$ cat src/rtl/bma_pkg.sv
package bma_pkg;

  localparam logic [1:0] ACT_SET   = 2'd0;
  localparam logic [1:0] ACT_CLEAR = 2'd1;
  localparam logic [1:0] ACT_TEST  = 2'd2;
  localparam logic [1:0] ACT_FIND  = 2'd3;

  localparam logic [8:0] CNT_RESET = 9'd256;
  localparam int unsigned INDEX_SPAN = 256;

  typedef struct packed {
    logic accept;
    logic eval;
    logic out_load;
  } bma_cmd_t;

  typedef struct packed {
    logic scan_done;
    logic out_free;
  } bma_status_t;

endpackage

$ cat src/rtl/bma_ctrl.sv
module bma_ctrl (
  input  logic                 clk,
  input  logic                 rst,
  input  logic                 in_valid,
  output logic                 in_ready,
  input  bma_pkg::bma_status_t status,
  output bma_pkg::bma_cmd_t    cmd
);
  import bma_pkg::*;

  localparam logic [1:0] S_IDLE = 2'd0;
  localparam logic [1:0] S_RD   = 2'd1;
  localparam logic [1:0] S_EX   = 2'd2;
  localparam logic [1:0] S_OUT  = 2'd3;

  logic [1:0] state;
  logic [1:0] state_next;

  always_ff @(posedge clk) begin
    if (rst) begin
      state <= S_IDLE;
    end else begin
      state <= state_next;
    end
  end

  always_comb begin
    state_next   = state;
    cmd.accept   = 1'b0;
    cmd.eval     = 1'b0;
    cmd.out_load = 1'b0;
    in_ready     = 1'b0;
    case (state)
      S_IDLE: begin
        in_ready = 1'b1;
        if (in_valid) begin
          cmd.accept = 1'b1;
          state_next = S_RD;
        end
      end
      S_RD: begin
        state_next = S_EX;
      end
      S_EX: begin
        cmd.eval = 1'b1;
        if (status.scan_done) begin
          state_next = S_OUT;
        end
      end
      S_OUT: begin
        if (status.out_free) begin
          cmd.out_load = 1'b1;
          state_next   = S_IDLE;
        end
      end
      default: begin
        state_next = S_IDLE;
      end
    endcase
  end

endmodule

$ cat src/rtl/bma_dp.sv
module bma_dp #(
  parameter int unsigned MAP_BITS = 256
) (
  input  logic                 clk,
  input  logic                 rst,
  input  logic                 cfg_wr_en,
  input  logic [8:0]           cfg_wr_data,
  input  logic [1:0]           action,
  input  logic [7:0]           bit_index,
  input  bma_pkg::bma_cmd_t    cmd,
  output bma_pkg::bma_status_t status,
  output logic                 out_valid,
  input  logic                 out_ready,
  output logic                 bit_was_set,
  output logic                 found,
  output logic [7:0]           free_index
);
  import bma_pkg::*;

  localparam int unsigned MAP_BYTES = (MAP_BITS + 7) / 8;
  localparam int unsigned CAP_BITS  = (MAP_BITS < INDEX_SPAN) ? MAP_BITS : INDEX_SPAN;
  localparam int unsigned MAP_DEPTH = (CAP_BITS + 7) / 8;
  localparam int unsigned ADDR_W    = (MAP_DEPTH > 1) ? $clog2(MAP_DEPTH) : 1;
  localparam logic [8:0]  CAP       = 9'(CAP_BITS);
  localparam logic [5:0]  DEPTH6    = 6'(MAP_DEPTH);

  logic [8:0]        bits_in_use;
  logic [1:0]        act_q;
  logic [7:0]        idx_q;
  logic [8:0]        cnt_q;
  logic [4:0]        scan;
  logic [7:0]        mem [MAP_DEPTH];
  logic [MAP_DEPTH-1:0] vld;
  logic [7:0]        rdata;
  logic              rvld;
  logic [7:0]        rbyte;
  logic [4:0]        raddr_full;
  logic [ADDR_W-1:0] raddr;
  logic              we;
  logic [7:0]        wdata;
  logic              in_range;
  logic [7:0]        zmask;
  logic              zhit;
  logic [2:0]        zpos;
  logic              last_byte;
  logic              is_find;
  logic              res_set;
  logic              res_found;
  logic [7:0]        res_index;
  logic [7:0]        onehot;

  always_ff @(posedge clk) begin
    if (rst) begin
      bits_in_use <= CNT_RESET;
    end else if (cfg_wr_en) begin
      bits_in_use <= cfg_wr_data;
    end
  end

  always_ff @(posedge clk) begin
    if (cmd.accept) begin
      act_q <= action;
      idx_q <= bit_index;
      cnt_q <= (bits_in_use > CAP) ? CAP : bits_in_use;
      scan  <= (action == ACT_FIND) ? 5'd0 : bit_index[7:3];
    end else if (cmd.eval && !status.scan_done) begin
      scan <= scan + 5'd1;
    end
  end

  assign is_find  = (act_q == ACT_FIND);
  assign in_range = ({1'b0, idx_q} < cnt_q);
  assign rbyte    = rvld ? rdata : 8'h00;
  assign onehot   = 8'h01 << idx_q[2:0];

  always_comb begin
    zmask = 8'h00;
    for (int p = 0; p < 8; p++) begin
      zmask[p] = ~rbyte[p] & ({1'b0, scan, 3'(p)} < cnt_q);
    end
    zhit = |zmask;
    zpos = 3'd0;
    for (int p = 7; p >= 0; p--) begin
      if (zmask[p]) begin
        zpos = 3'(p);
      end
    end
  end

  assign last_byte        = ({1'b0, scan, 3'b111} + 9'd1) >= cnt_q;
  assign status.scan_done = !is_find || zhit || last_byte;
  assign status.out_free  = !out_valid || out_ready;

  assign raddr_full = (cmd.eval && !status.scan_done) ? scan + 5'd1 : scan;
  assign raddr      = ({1'b0, raddr_full} < DEPTH6) ? raddr_full[ADDR_W-1:0] : '0;

  assign we    = cmd.eval && in_range && (act_q == ACT_SET || act_q == ACT_CLEAR);
  assign wdata = (act_q == ACT_SET) ? (rbyte | onehot) : (rbyte & ~onehot);

  // map storage; entries not yet written read as zero
  always_ff @(posedge clk) begin
    if (we) begin
      mem[scan[ADDR_W-1:0]] <= wdata;
    end
    rdata <= mem[raddr];
  end

  always_ff @(posedge clk) begin
    if (rst) begin
      vld  <= '0;
      rvld <= 1'b0;
    end else begin
      if (we) begin
        vld[scan[ADDR_W-1:0]] <= 1'b1;
      end
      rvld <= vld[raddr];
    end
  end

  always_ff @(posedge clk) begin
    if (cmd.eval && status.scan_done) begin
      res_set   <= (act_q == ACT_TEST) && in_range && rbyte[idx_q[2:0]];
      res_found <= is_find && zhit;
      res_index <= (is_find && zhit) ? {scan, zpos} : 8'h00;
    end
  end

  always_ff @(posedge clk) begin
    if (rst) begin
      out_valid <= 1'b0;
    end else if (cmd.out_load) begin
      out_valid <= 1'b1;
    end else if (out_ready) begin
      out_valid <= 1'b0;
    end
  end

  always_ff @(posedge clk) begin
    if (cmd.out_load) begin
      bit_was_set <= res_set;
      found       <= res_found;
      free_index  <= res_index;
    end
  end

  // MAP_BYTES bounds the storage that the index span can reach
  if (MAP_DEPTH > MAP_BYTES) begin : g_depth_check
    $error("map depth exceeds map size");
  end

endmodule

$ cat src/rtl/bitmap_allocator.sv
// Bitmap allocator: a map of usage flags, one per resource, with four actions.
// Input channel (in_valid/in_ready) carries action and bit_index: set, clear,
// test, or find-first-zero. Every item gives exactly one result on the output
// channel (out_valid/out_ready): bit_was_set for test, found and free_index
// for find; fields that do not apply are zero.
// bits_in_use (cfg_wr_en/cfg_wr_data) limits the map; indices at or above it
// are ignored by set/clear, read as zero by test and skipped by find. Write it
// only while the block is idle.
// Flow: an item passes through the read, evaluate and output states; set,
// clear and test evaluate once, find evaluates until a zero or the last
// byte in range turns up. The map is one byte-wide memory with a registered
// read port, scanned one byte per cycle. One item is in work at a time; the
// next is accepted once the previous result sits in the output register.
// Reset clears all flags (per-byte valid bits, no clearing pass), sets
// bits_in_use to 256 and empties the output register.
// If the receiver stalls, the result holds in the output register and the
// block stops after finishing the next item until out_ready returns.
module bitmap_allocator #(
  parameter int unsigned MAP_BITS = 256
) (
  input  logic       clk,
  input  logic       rst,
  input  logic       cfg_wr_en,
  input  logic [8:0] cfg_wr_data,
  input  logic       in_valid,
  output logic       in_ready,
  input  logic [1:0] action,
  input  logic [7:0] bit_index,
  output logic       out_valid,
  input  logic       out_ready,
  output logic       bit_was_set,
  output logic       found,
  output logic [7:0] free_index
);
  import bma_pkg::*;

  bma_cmd_t    cmd;
  bma_status_t status;

  bma_ctrl u_ctrl (
    .clk      (clk),
    .rst      (rst),
    .in_valid (in_valid),
    .in_ready (in_ready),
    .status   (status),
    .cmd      (cmd)
  );

  bma_dp #(
    .MAP_BITS (MAP_BITS)
  ) u_dp (
    .clk         (clk),
    .rst         (rst),
    .cfg_wr_en   (cfg_wr_en),
    .cfg_wr_data (cfg_wr_data),
    .action      (action),
    .bit_index   (bit_index),
    .cmd         (cmd),
    .status      (status),
    .out_valid   (out_valid),
    .out_ready   (out_ready),
    .bit_was_set (bit_was_set),
    .found       (found),
    .free_index  (free_index)
  );

endmodule

$ cat config.mk
export PLATFORM = sky130hd
export DESIGN_NAME = bitmap_allocator
export DESIGN_NICKNAME = d
export VERILOG_FILES = /design/src/rtl/bma_pkg.sv /design/src/rtl/bma_ctrl.sv /design/src/rtl/bma_dp.sv /design/src/rtl/bitmap_allocator.sv
export SDC_FILE = /design/constraint.sdc
export NUM_CORES = 1
export LEC_CHECK = 0
export ABC_AREA = 1
export BUFFER_PORTS_ARGS = -buffer_cell sky130_fd_sc_hd__buf_4
export CAP_MARGIN = 30
export CORE_MARGIN = 5
export CORE_UTILIZATION = 40
export CTS_BUF_LIST = sky130_fd_sc_hd__clkbuf_8
export DETAILED_ROUTE_END_ITERATION = 8
export GPL_TIMING_DRIVEN = 0
export PLACE_DENSITY = 0.66
export SETUP_SLACK_MARGIN = 0.2
export SLEW_MARGIN = 5
export SYNTH_ARGS = -nofsm -noshare
export SYNTH_HDL_FRONTEND = slang
export SYNTH_HIERARCHICAL = 1
export SYNTH_SLANG_ARGS = --single-unit
$ cat constraint.sdc
create_clock -name clk -period 5.9 [get_ports clk]
set_input_delay 0.295 -clock clk [delete_from_list [all_inputs] [get_ports clk]]
set_output_delay 0.295 -clock clk [all_outputs]
set_load 0.005 [all_outputs]
==> results of run 1 <==
==> timing repair <==
| item | in CTS | in global routing |
|---|---|---|
| hold buffers | 22 | 0 |
| setup endpoints to repair | 0 | 0 |
| buffers inserted | 0 | 0 |
| hold endpoints to repair | 27 | 0 |
==> synthesized netlist by cell type (4+ instances only) <==
cell and count:
edfxtp_1 295, nand2_2 10, buf_6 15, nand2_1 563
nand3b_1 4, nand3_1 138, buf_2 25, o21ai_0 34
dfxtp_1 58, nor3_1 8, ha_1 26, inv_1 137
buf_4 4, inv_2 6, nor2_1 156, clkbuf_1 17
a21oi_1 26, o211ai_1 34
==> worst max-delay path, cell delays in order (launching register included) <==
cell and delay [ns]:
dfxtp_1 0.52, inv_1 0.27, ha_1 0.43, ha_1 0.33
nand2_1 0.07, nor2_1 0.04, nand2_1 0.06, nand2_1 0.06
nand2_1 0.05, nand2_1 0.05, nand2_1 0.05, nand2_1 0.06
a21boi_0 0.31, nand3_4 0.19, inv_4 0.14, o21ai_2 0.07
inv_2 0.18, clkbuf_1 0.62, nand3_1 0.29, nand3_1 0.16
nand2_1 0.14, nand2_1 0.10, nand2_1 0.08
==> routing by layer <==
layer | part of all wire | vias to the layer above
li1 | - | 5519
met4 | 0.027 | 0
met1 | 0.44 | 5474
met5 | 0 | -
met2 | 0.44 | 521
met3 | 0.091 | 78
==> flip-flops by register name (all words and copies together), names as in the netlist <==
register and cells:
u_ctrl/state 2, u_dp/free_index 8, u_dp/out_valid 1, u_dp/res_index 8, u_dp/mem 256, u_dp/idx_q 8
u_dp/res_found 1, u_dp/found 1, u_dp/vld 32, u_dp/bits_in_use 9, u_dp/bit_was_set 1, u_dp/res_set 1
u_dp/scan 5, u_dp/act_q 2, u_dp/cnt_q 9, u_dp/rvld 1, u_dp/rdata 8
==> layout make-up <==
class | count | share of cell area
inverter | 145 | 0.0299
clock buffer | 62 | 0.0467
tap | 518 | 0.0354
sequential | 353 | 0.548
multi-input combinational | 1026 | 0.260
clock inverter | 41 | 0.0159
buffer | 62 | 0.0214
timing repair buffer | 77 | 0.0432
==> per-stage QoR <==
step / total power, mW / std cells / worst slack (ns) / utilization
finish: 8.24 / 2284 / 1.51 / 0.473
global route: 8.65 / 2284 / 1.27 / 0.473
CTS: 8.23 / 2277 / 1.56 / 0.472
detailed placement: 6.09 / 2152 / 1.57 / 0.437
global placement: 5.97 / 2139 / 0.675 / 0.428
floorplan: 4.91 / 1586 / 2.78 / -
==> logic make-up after synthesis <==
family	share of synthesized area
compound gates	0.0430
fa+ha+maj	0.0208
flops	0.642
simple gates	0.234
xor+xnor	0.000561
buf+inv	0.0601
==> path summary, 6_finish.rpt <==
check                                                     start                                to  slack [ns]  depth (start not counted)
worst min register to register  u_dp/res_index[4]$_SDFFCE_PN0P_      u_dp/free_index[4]$_DFFE_PP_        0.42                          0
worst max-delay path                       u_dp/scan[0]$_DFF_P_             u_dp/rdata[5]$_DFF_P_        1.51                         22
worst min-delay path                                  cfg_wr_en  u_dp/bits_in_use[0]$_SDFFE_PP0P_        0.08                          4
worst max register to register             u_dp/scan[0]$_DFF_P_             u_dp/rdata[5]$_DFF_P_        1.51                         22
==> power by group through the flow <==
| stage | Sequential (mW) | Clock [mW] | Combinational, mW |
|---|---|---|---|
| 2_1_floorplan | 3.11 | 0 | 1.80 |
| 3_3_place_gp | 3.16 | 0 | 2.81 |
| 3_5_place_dp | 3.13 | 0 | 2.96 |
| 4_1_cts | 3.08 | 2.17 | 2.98 |
| 5_1_grt | 3.09 | 2.27 | 3.29 |
| 6_report | 3.08 | 2.12 | 3.04 |
==> flow_summary.toml, run 1 <==
[global_route]
antenna_found_initial = 0
grt_busiest_layer = "met2"
gr-usage-met1 = 0.295
grt_use_met2 = 0.315
grt_pass1_wl_um = 67600
grt.total_usage = 0.205
grt_max_degree = 33
grtUsageMet3 = 0.0432
grt_pass1_vias = 11000
overflow = 0

[synthesis]
syn-instance-count = 1586
ys_ff_latch = 353
yosys_most_used_dff = "edfxtp_1"
synth.distinct_cells = 40
yosysTopAreaCellShare = 0.567
synth_area_leaders = "edfxtp_1 57%, nand2_1 14%, dfxtp_1 7.4%, nand3_1 4.4%, nor2_1 3.8%"
yosys.area.top_type = "edfxtp_1"
synth_edf_count = 295
ys_async_sr_fraction = 0
yosys_warnings = 6
synth_nets = 1636
syn_area_um2 = 15600
ys_seq_area_frac = 0.642
syn_avg_cell_area_um2 = 9.84

[clock_tree]
cts_buffers = 56
path_clk_slew_ns = 0.06
cts_max_level = 2
cts-root-buf = "clkbuf_8"
clkLatencyLatePin_ns = 0.66
cts_buffer_depth = 3
cts_resized = 0
cts_tree = "done"
clock_sinks = 353

[floorplanning]
start_util = 0.404
fp.coreArea_um2 = 38600
rows = 72
io_pins = 36
fp.dieArea_um2 = 43100
die_w_um = 208
dieHeight_um = 208

[timing]
tns_ns = 0
hold_slack_ns = 0.0752
fin_skew_ns = 0.0474
finalHoldViolations = 0
min_period_ns = 4.39
drv_slew = 0
slew_headroom = 0.329
worstMarginPinSlew_ns = 1.00
min_period_over_period = 0.743
setup_violations = 0
rsz0062_at_grt = "no"
fmax_mhz = 228

[final_layout]
final_area_um2 = 18300
multi_input_area_um2 = 4750
final_common_cell = "nand2_1"
syn2layout_area_growth_pct = 17.1
diodes = 0
nets = 1771
seq_area_um2 = 10000
final_cell_mix = "563 x nand2_1, 295 x edfxtp_1, 156 x nor2_1"
nFillCells = 3509
layout-drive-gt1-share = 0.122

[routing]
wirelength_um = 45000
ant_nets = 0
drt_first_pass_iters = 6
via_per_inst = 5.08
vias = 11600
wl_per_cell_um = 19.7
drt_first_iter_violations = 1166
drc = 0

[placed_design]
dpl_cell_area_um2 = 16900
hpwl_um = 31600
port_buffers = 35
gp_congestion = 0.968

[power_and_ir_drop]
combPwrFrac = 0.369
power.density_nw_per_um2 = 451
p_sw_mw = 3.22
p_leak_nw = 7.53
ir_drop_v = 0.000177
swShare = 0.390
clockPowerShare = 0.257
seqPwrFrac = 0.374
p_int_mw = 5.03

[job]
cap_violations = 0

[worst_setup_path]
worstSetupEndpointType = "flop"
cp_max_fo = 10
arrival_ns = 4.92
cp.required_ns = 6.44
startpoint_type = "flop"
crit_type = "reg2reg"

[outcome]
status = "finished clean"

[min_path]
hp-class = "in2reg"
Note: power is estimated with default switching activity, not from simulation.
==> inputs of run 2 (changes only) <==
ABC_AREA = 0   (was 1)
clock period = 4.4 ns   (was 5.9 ns; I/O delays follow)
==> flow_summary.toml, run 2 <==
[floorplanning]
start_util = 0.404
fp.coreArea_um2 = 41900
rows = 75
dieHeight_um = 215
die_w_um = 215
io_pins = 36
fp.dieArea_um2 = 46400

[synthesis]
ys_async_sr_fraction = 0
syn-instance-count = 1420
yosysTopAreaCellShare = 0.525
synth_nets = 1470
ys_seq_area_frac = 0.593
synth.distinct_cells = 76
synthTopCellsByCount = "295 x edfxtp_1, 155 x nor3_1, 121 x o22ai_1"
yosys_most_used_dff = "edfxtp_1"
syn_area_um2 = 16900
synth_area_leaders = "edfxtp_1 52%, dfxtp_1 6.9%, nor3_1 4.6%, o22ai_1 4.5%, mux2i_1 3.8%"
yosys.area.top_type = "edfxtp_1"
synth_edf_count = 295
ys_ff_latch = 353
syn_avg_cell_area_um2 = 11.9
yosys_warnings = 6
yosysMostFrequentCell = "edfxtp_1"

[worst_setup_path]
startpoint = "u_dp/scan[0]$_DFF_P_"
reg2reg_from = "u_dp/scan[0]$_DFF_P_"
reg2reg_depth = 18
arrival_ns = 4.83
endpoint = "u_dp/rdata[1]$_DFF_P_"
startpoint_type = "flop"
worst_r2r_endpoint = "u_dp/rdata[1]$_DFF_P_"
cp_max_fo = 8
worstSetupEndpointType = "flop"
crit_type = "reg2reg"
worst-r2r-setup-slack_ns = 0.07
cp.required_ns = 4.91

[power_and_ir_drop]
ir_drop_v = 0.000313
p_leak_nw = 7.35
power.density_nw_per_um2 = 618

[clock_tree]
clock_sinks = 353
cts-root-buf = "clkbuf_8"
cts_buffers = 56
path_clk_slew_ns = 0.07
cts_max_level = 2
cts_tree = "done"
clkLatencyLatePin_ns = 0.68
cts_buffer_depth = 3

[final_layout]
nFillCells = 3499
syn2layout_area_growth_pct = 27.8
largest_reg_flops = 256
seq_area_um2 = 10000
nets = 1667
final_cell_mix = "295 x edfxtp_1, 124 x nor3_1, 113 x o22ai_1"
diodes = 0
multi_input_area_um2 = 7670
final_common_cell = "edfxtp_1"
final_area_um2 = 21600
layout-drive-gt1-share = 0.276

[timing]
min_period_over_period = 0.983
min_period_ns = 4.33
worstMarginPinSlew_ns = 0.953
finalHoldViolations = 0
fmax_mhz = 231
slew_headroom = 0.361
fin_skew_ns = 0.0539
rsz0062_at_grt = "yes"
setup_violations = 0
tns_ns = 0
drv_slew = 0

[placed_design]
port_buffers = 34
dpl_cell_area_um2 = 18300
gp_congestion = 0.933
hpwl_um = 36800

[routing]
drc = 0
wirelength_um = 56200
wl_per_cell_um = 25.5
vias = 14100
ant_nets = 0
drt_first_iter_violations = 1693
drt_first_pass_iters = 6
via_per_inst = 6.38

[global_route]
overflow = 0
grt_pass1_wl_um = 82500
grt_max_degree = 33
grt.total_usage = 0.229
grt_pass1_vias = 13600
antenna_found_initial = 0

[min_path]
hp-class = "in2reg"

[outcome]
status = "finished clean"

[job]
cap_violations = 0
run 2: per-layer routing:
layer  up-vias  track usage  share of wire
li1       6051            -              -
met1      6857        0.299           0.39
met2       943        0.363           0.46
met3       202       0.0600           0.11
met4         0       0.0977          0.048
met5         -            0              0
run 2: metrics by stage:
stage	setup slack, ns	power, mW	utilization	hold WS (ns)	instances
finish	0.0742	13.3	0.516	0.141	2203
global route	0.0336	13.8	0.516	0.117	2203
CTS	0.0864	12.6	0.497	0.104	2186
detailed placement	-1.83	8.95	0.437	0.401	2032
global placement	-2.40	8.75	0.426	0.403	1993
floorplan	0.238	7.18	-	0.319	1420
run 2: what timing repair did:
item                                    in CTS  in global routing
gates resized for setup                    220                144
pin swaps                                   45                 46
hold buffers                                22                  0
cloned                                       1                  1
endpoints found under the setup margin      31                  9
setup buffers                               26                 16
endpoints found under the hold margin       27                  0
run 2: how the worst min path moves through the flow:
| stage | cells past startpoint | start | to | slack [ns] |
|---|---|---|---|---|
| floorplan | 0 | action[0] | u_dp/act_q[0]$_DFFE_PP_ | 0.32 |
| global placement | 0 | u_dp/res_index[7]$_SDFFCE_PN0P_ | u_dp/free_index[7]$_DFFE_PP_ | 0.40 |
| detailed placement | 1 | bit_index[1] | u_dp/idx_q[1]$_DFFE_PP_ | 0.40 |
| CTS | 3 | cfg_wr_en | u_dp/bits_in_use[6]$_SDFFE_PP0P_ | 0.10 |
| global route | 3 | cfg_wr_en | u_dp/bits_in_use[6]$_SDFFE_PP0P_ | 0.12 |
| finish | 3 | cfg_wr_en | u_dp/bits_in_use[5]$_SDFFE_PP0P_ | 0.14 |
run 2: cell type report:
type                            count  area share
Tap cell                          539      0.0312
Sequential cell                   353       0.465
Buffer                            107      0.0387
Clock buffer                       56      0.0357
Timing Repair Buffer              139      0.0566
Multi-Input combinational cell    941       0.356
Inverter                           19     0.00371
Clock inverter                     49      0.0138
run 2: power by group:
group	internal, mW	total, mW	leakage, nW	switching [mW]
sequential	3.97	4.14	3.20	0.173
combinational	2.47	6.48	3.54	4.01
clock	1.38	2.72	0.608	1.35
total	7.81	13.3	7.35	5.53
run 2: cell families after synthesis:
logic type	count (synthesis)	share of synthesized area
and+or+nand+nor	410	0.121
AOI/OAI and AO/OA	401	0.159
DFF	353	0.593
buffers and inverters	126	0.0310
muxes	95	0.0702
adders and majority gates	26	0.0193
xor gates and xnor gates	9	0.00600
run 2: worst max-delay path, stage by stage (launching register included):
cell	delay [ns]
dfxtp_4	0.37
clkbuf_16	0.14
inv_6	0.03
buf_8	0.11
buf_12	0.13
ha_4	0.23
or4b_4	0.56
a21oi_4	0.19
a311oi_4	0.07
or3_4	0.43
or4_4	0.53
buf_12	0.18
buf_4	0.13
a21oi_1	0.15
o21ai_1	0.10
a21o_1	0.19
a2111oi_4	0.34
buf_2	0.20
a31oi_2	0.06
==> inputs of run 3 (changes only) <==
CELL_PAD_IN_SITES_DETAIL_PLACEMENT = 1   (was not set)
CELL_PAD_IN_SITES_GLOBAL_PLACEMENT = 1   (was not set)
PLACE_DENSITY = 0.75   (was 0.66)
==> flow_summary.toml, run 3 (synthesis results as in run 2) <==
[power_and_ir_drop]
clockPowerShare = 0.212
power.density_nw_per_um2 = 642
combPwrFrac = 0.487
seqPwrFrac = 0.302
p_int_mw = 7.91
ir_drop_v = 0.000264
p_sw_mw = 5.87
p_leak_nw = 7.27
swShare = 0.426

[routing]
drc = 0
drt_first_iter_violations = 1612
wl_per_cell_um = 29.7
ant_nets = 0
wirelength_um = 65000
via_per_inst = 6.57
vias = 14400
drt_first_pass_iters = 6

[worst_setup_path]
worst-r2r-setup-slack_ns = 0.04
arrival_ns = 4.93
startpoint_type = "flop"
cp_max_fo = 10
cp_cell_sequence = "clkbuf_16, buf_4, nand3_2, xnor2_2, ha_1, and3_1, a41o_1, a31oi_4, o2111a_1, buf_6, nand3_4, clkbuf_2, nand2_1, o21ai_0, a2111oi_1, a2111oi_4, a31oi_2"
critPathSlowestCell = "a2111oi_1"
crit_type = "reg2reg"
cp.required_ns = 4.97
worstSetupEndpointType = "flop"
slowest_delay_ns = 0.75

[timing]
min_period_ns = 4.36
min_period_over_period = 0.990
fin_skew_ns = 0.0284
finalHoldViolations = 0
setup_violations = 0
final.setup.worst_slack_ns = 0.0448
worstMarginPinSlew_ns = 1.08
rsz0062_at_grt = "yes"
slew_headroom = 0.274
fmax_mhz = 230
drv_slew = 0

[global_route]
grt_pass1_vias = 14900
antenna_found_initial = 1
overflow = 0
grt_pass1_wl_um = 94300
grt_max_degree = 33
grt.total_usage = 0.265

[placed_design]
dp_slack_ns = -1.88
hpwl_um = 41300
port_buffers = 34
dp_cells = 2020
dpl_cell_area_um2 = 18300
gp_congestion = 0.915

[clock_tree]
cts_max_level = 2
clock_sinks = 353
cts-root-buf = "clkbuf_8"
cts_buffer_depth = 3
cts_buffers = 60
cts_tree = "done"
clkLatencyLatePin_ns = 0.68
path_clk_slew_ns = 0.07

[final_layout]
final_cells = 2188
final_common_cell = "edfxtp_1"
nFillCells = 4241
final_cell_mix = "295 x edfxtp_1, 117 x nor3_1, 108 x o22ai_1"
nets = 1649
layout-drive-gt1-share = 0.272
final_area_um2 = 21500
syn2layout_area_growth_pct = 27.1
largest_reg_flops = 256

[floorplanning]
fp.dieArea_um2 = 46400
dieHeight_um = 215
start_util = 0.404
die_w_um = 215
fp.coreArea_um2 = 41900
rows = 75
io_pins = 36

[outcome]
status = "finished clean"

[job]
cap_violations = 0

[min_path]
hp-class = "in2reg"
[run 3: cell count changes in the layout (fill, tap and decap cells not counted), sizes merged]
cell,delta
bufinv,-1
inv,+6
buf,-25
clkbuf,+12
dlygate4sd3,+1
diode,+1
clkinv,-9
[run 3: cell type report]
type	instances	area, um2	share of cell area
Timing Repair Buffer	117	1050	0.0487
Tap cell	539	674	0.0314
Antenna cell	1	2.50	0.000117
Clock inverter	45	249	0.0116
Buffer	107	868	0.0405
Clock buffer	66	908	0.0423
Inverter	19	76.3	0.00356
Sequential cell	353	10000	0.467
Multi-Input combinational cell	941	7610	0.355
[run 3: worst paths after layout]
kind,from,end,cells after the start
min reg2reg,u_dp/res_index[5]$_SDFFCE_PN0P_,u_dp/free_index[5]$_DFFE_PP_,0
max reg2reg,u_dp/scan[0]$_DFF_P_,u_dp/rdata[6]$_DFF_P_,17
max,u_dp/scan[0]$_DFF_P_,u_dp/rdata[6]$_DFF_P_,17
min,cfg_wr_en,u_dp/bits_in_use[6]$_SDFFE_PP0P_,3
[run 3: timing repair]
action | CTS | global route
gates cloned | 1 | 0
hold buffers | 23 | 0
resized for setup | 274 | 71
endpoints found under the hold margin | 27 | 0
setup endpoints to repair | 31 | 12
pin swaps | 45 | 21
buffers inserted | 21 | 9
[run 3: worst max-delay path, delay by kind of cell (launching register included)]
family                     cells  cell delay (ns)
and+or+nand+nor                4             0.66
buffers and inverters          4             0.75
xor gates and xnor gates       1             0.23
AOI/OAI and AO/OA              7             1.95
DFF                            1             0.37
adders and majority gates      1             0.29
[run 3: stage by stage]
step | power, mW | TNS, ns | utilization | hold slack (ns)
after CTS | 13.2 | 0 | 0.504 | 0.110
after floorplan | 7.18 | 0 | - | 0.319
after global routing | 14.2 | 0 | 0.513 | 0.170
after detailed placement | 9.16 | -18.51 | 0.436 | 0.400
final | 13.8 | 0 | 0.513 | 0.156
after global placement | 8.87 | -128.77 | 0.426 | 0.401
[run 3: routing by layer]
metal / wire [um] / share of wire / track usage / vias to the layer above
li1: - / - / - / 6009
met1: 24900 / 0.38 / 0.337 / 7305
met2: 31100 / 0.48 / 0.440 / 821
met3: 5430 / 0.083 / 0.0490 / 243
met4: 3590 / 0.055 / 0.125 / 0
met5: 0 / 0 / 0 / -
[run 3: power by group through the flow]
| stage | clock [mW] | sequential [mW] | combinational [mW] |
|---|---|---|---|
| floorplan | 0 | 4.13 | 3.05 |
| global placement | 0 | 4.20 | 4.67 |
| detailed placement | 0 | 4.19 | 4.97 |
| CTS | 2.95 | 4.13 | 6.11 |
| global route | 3.15 | 4.17 | 6.91 |
| finish | 2.92 | 4.16 | 6.70 |
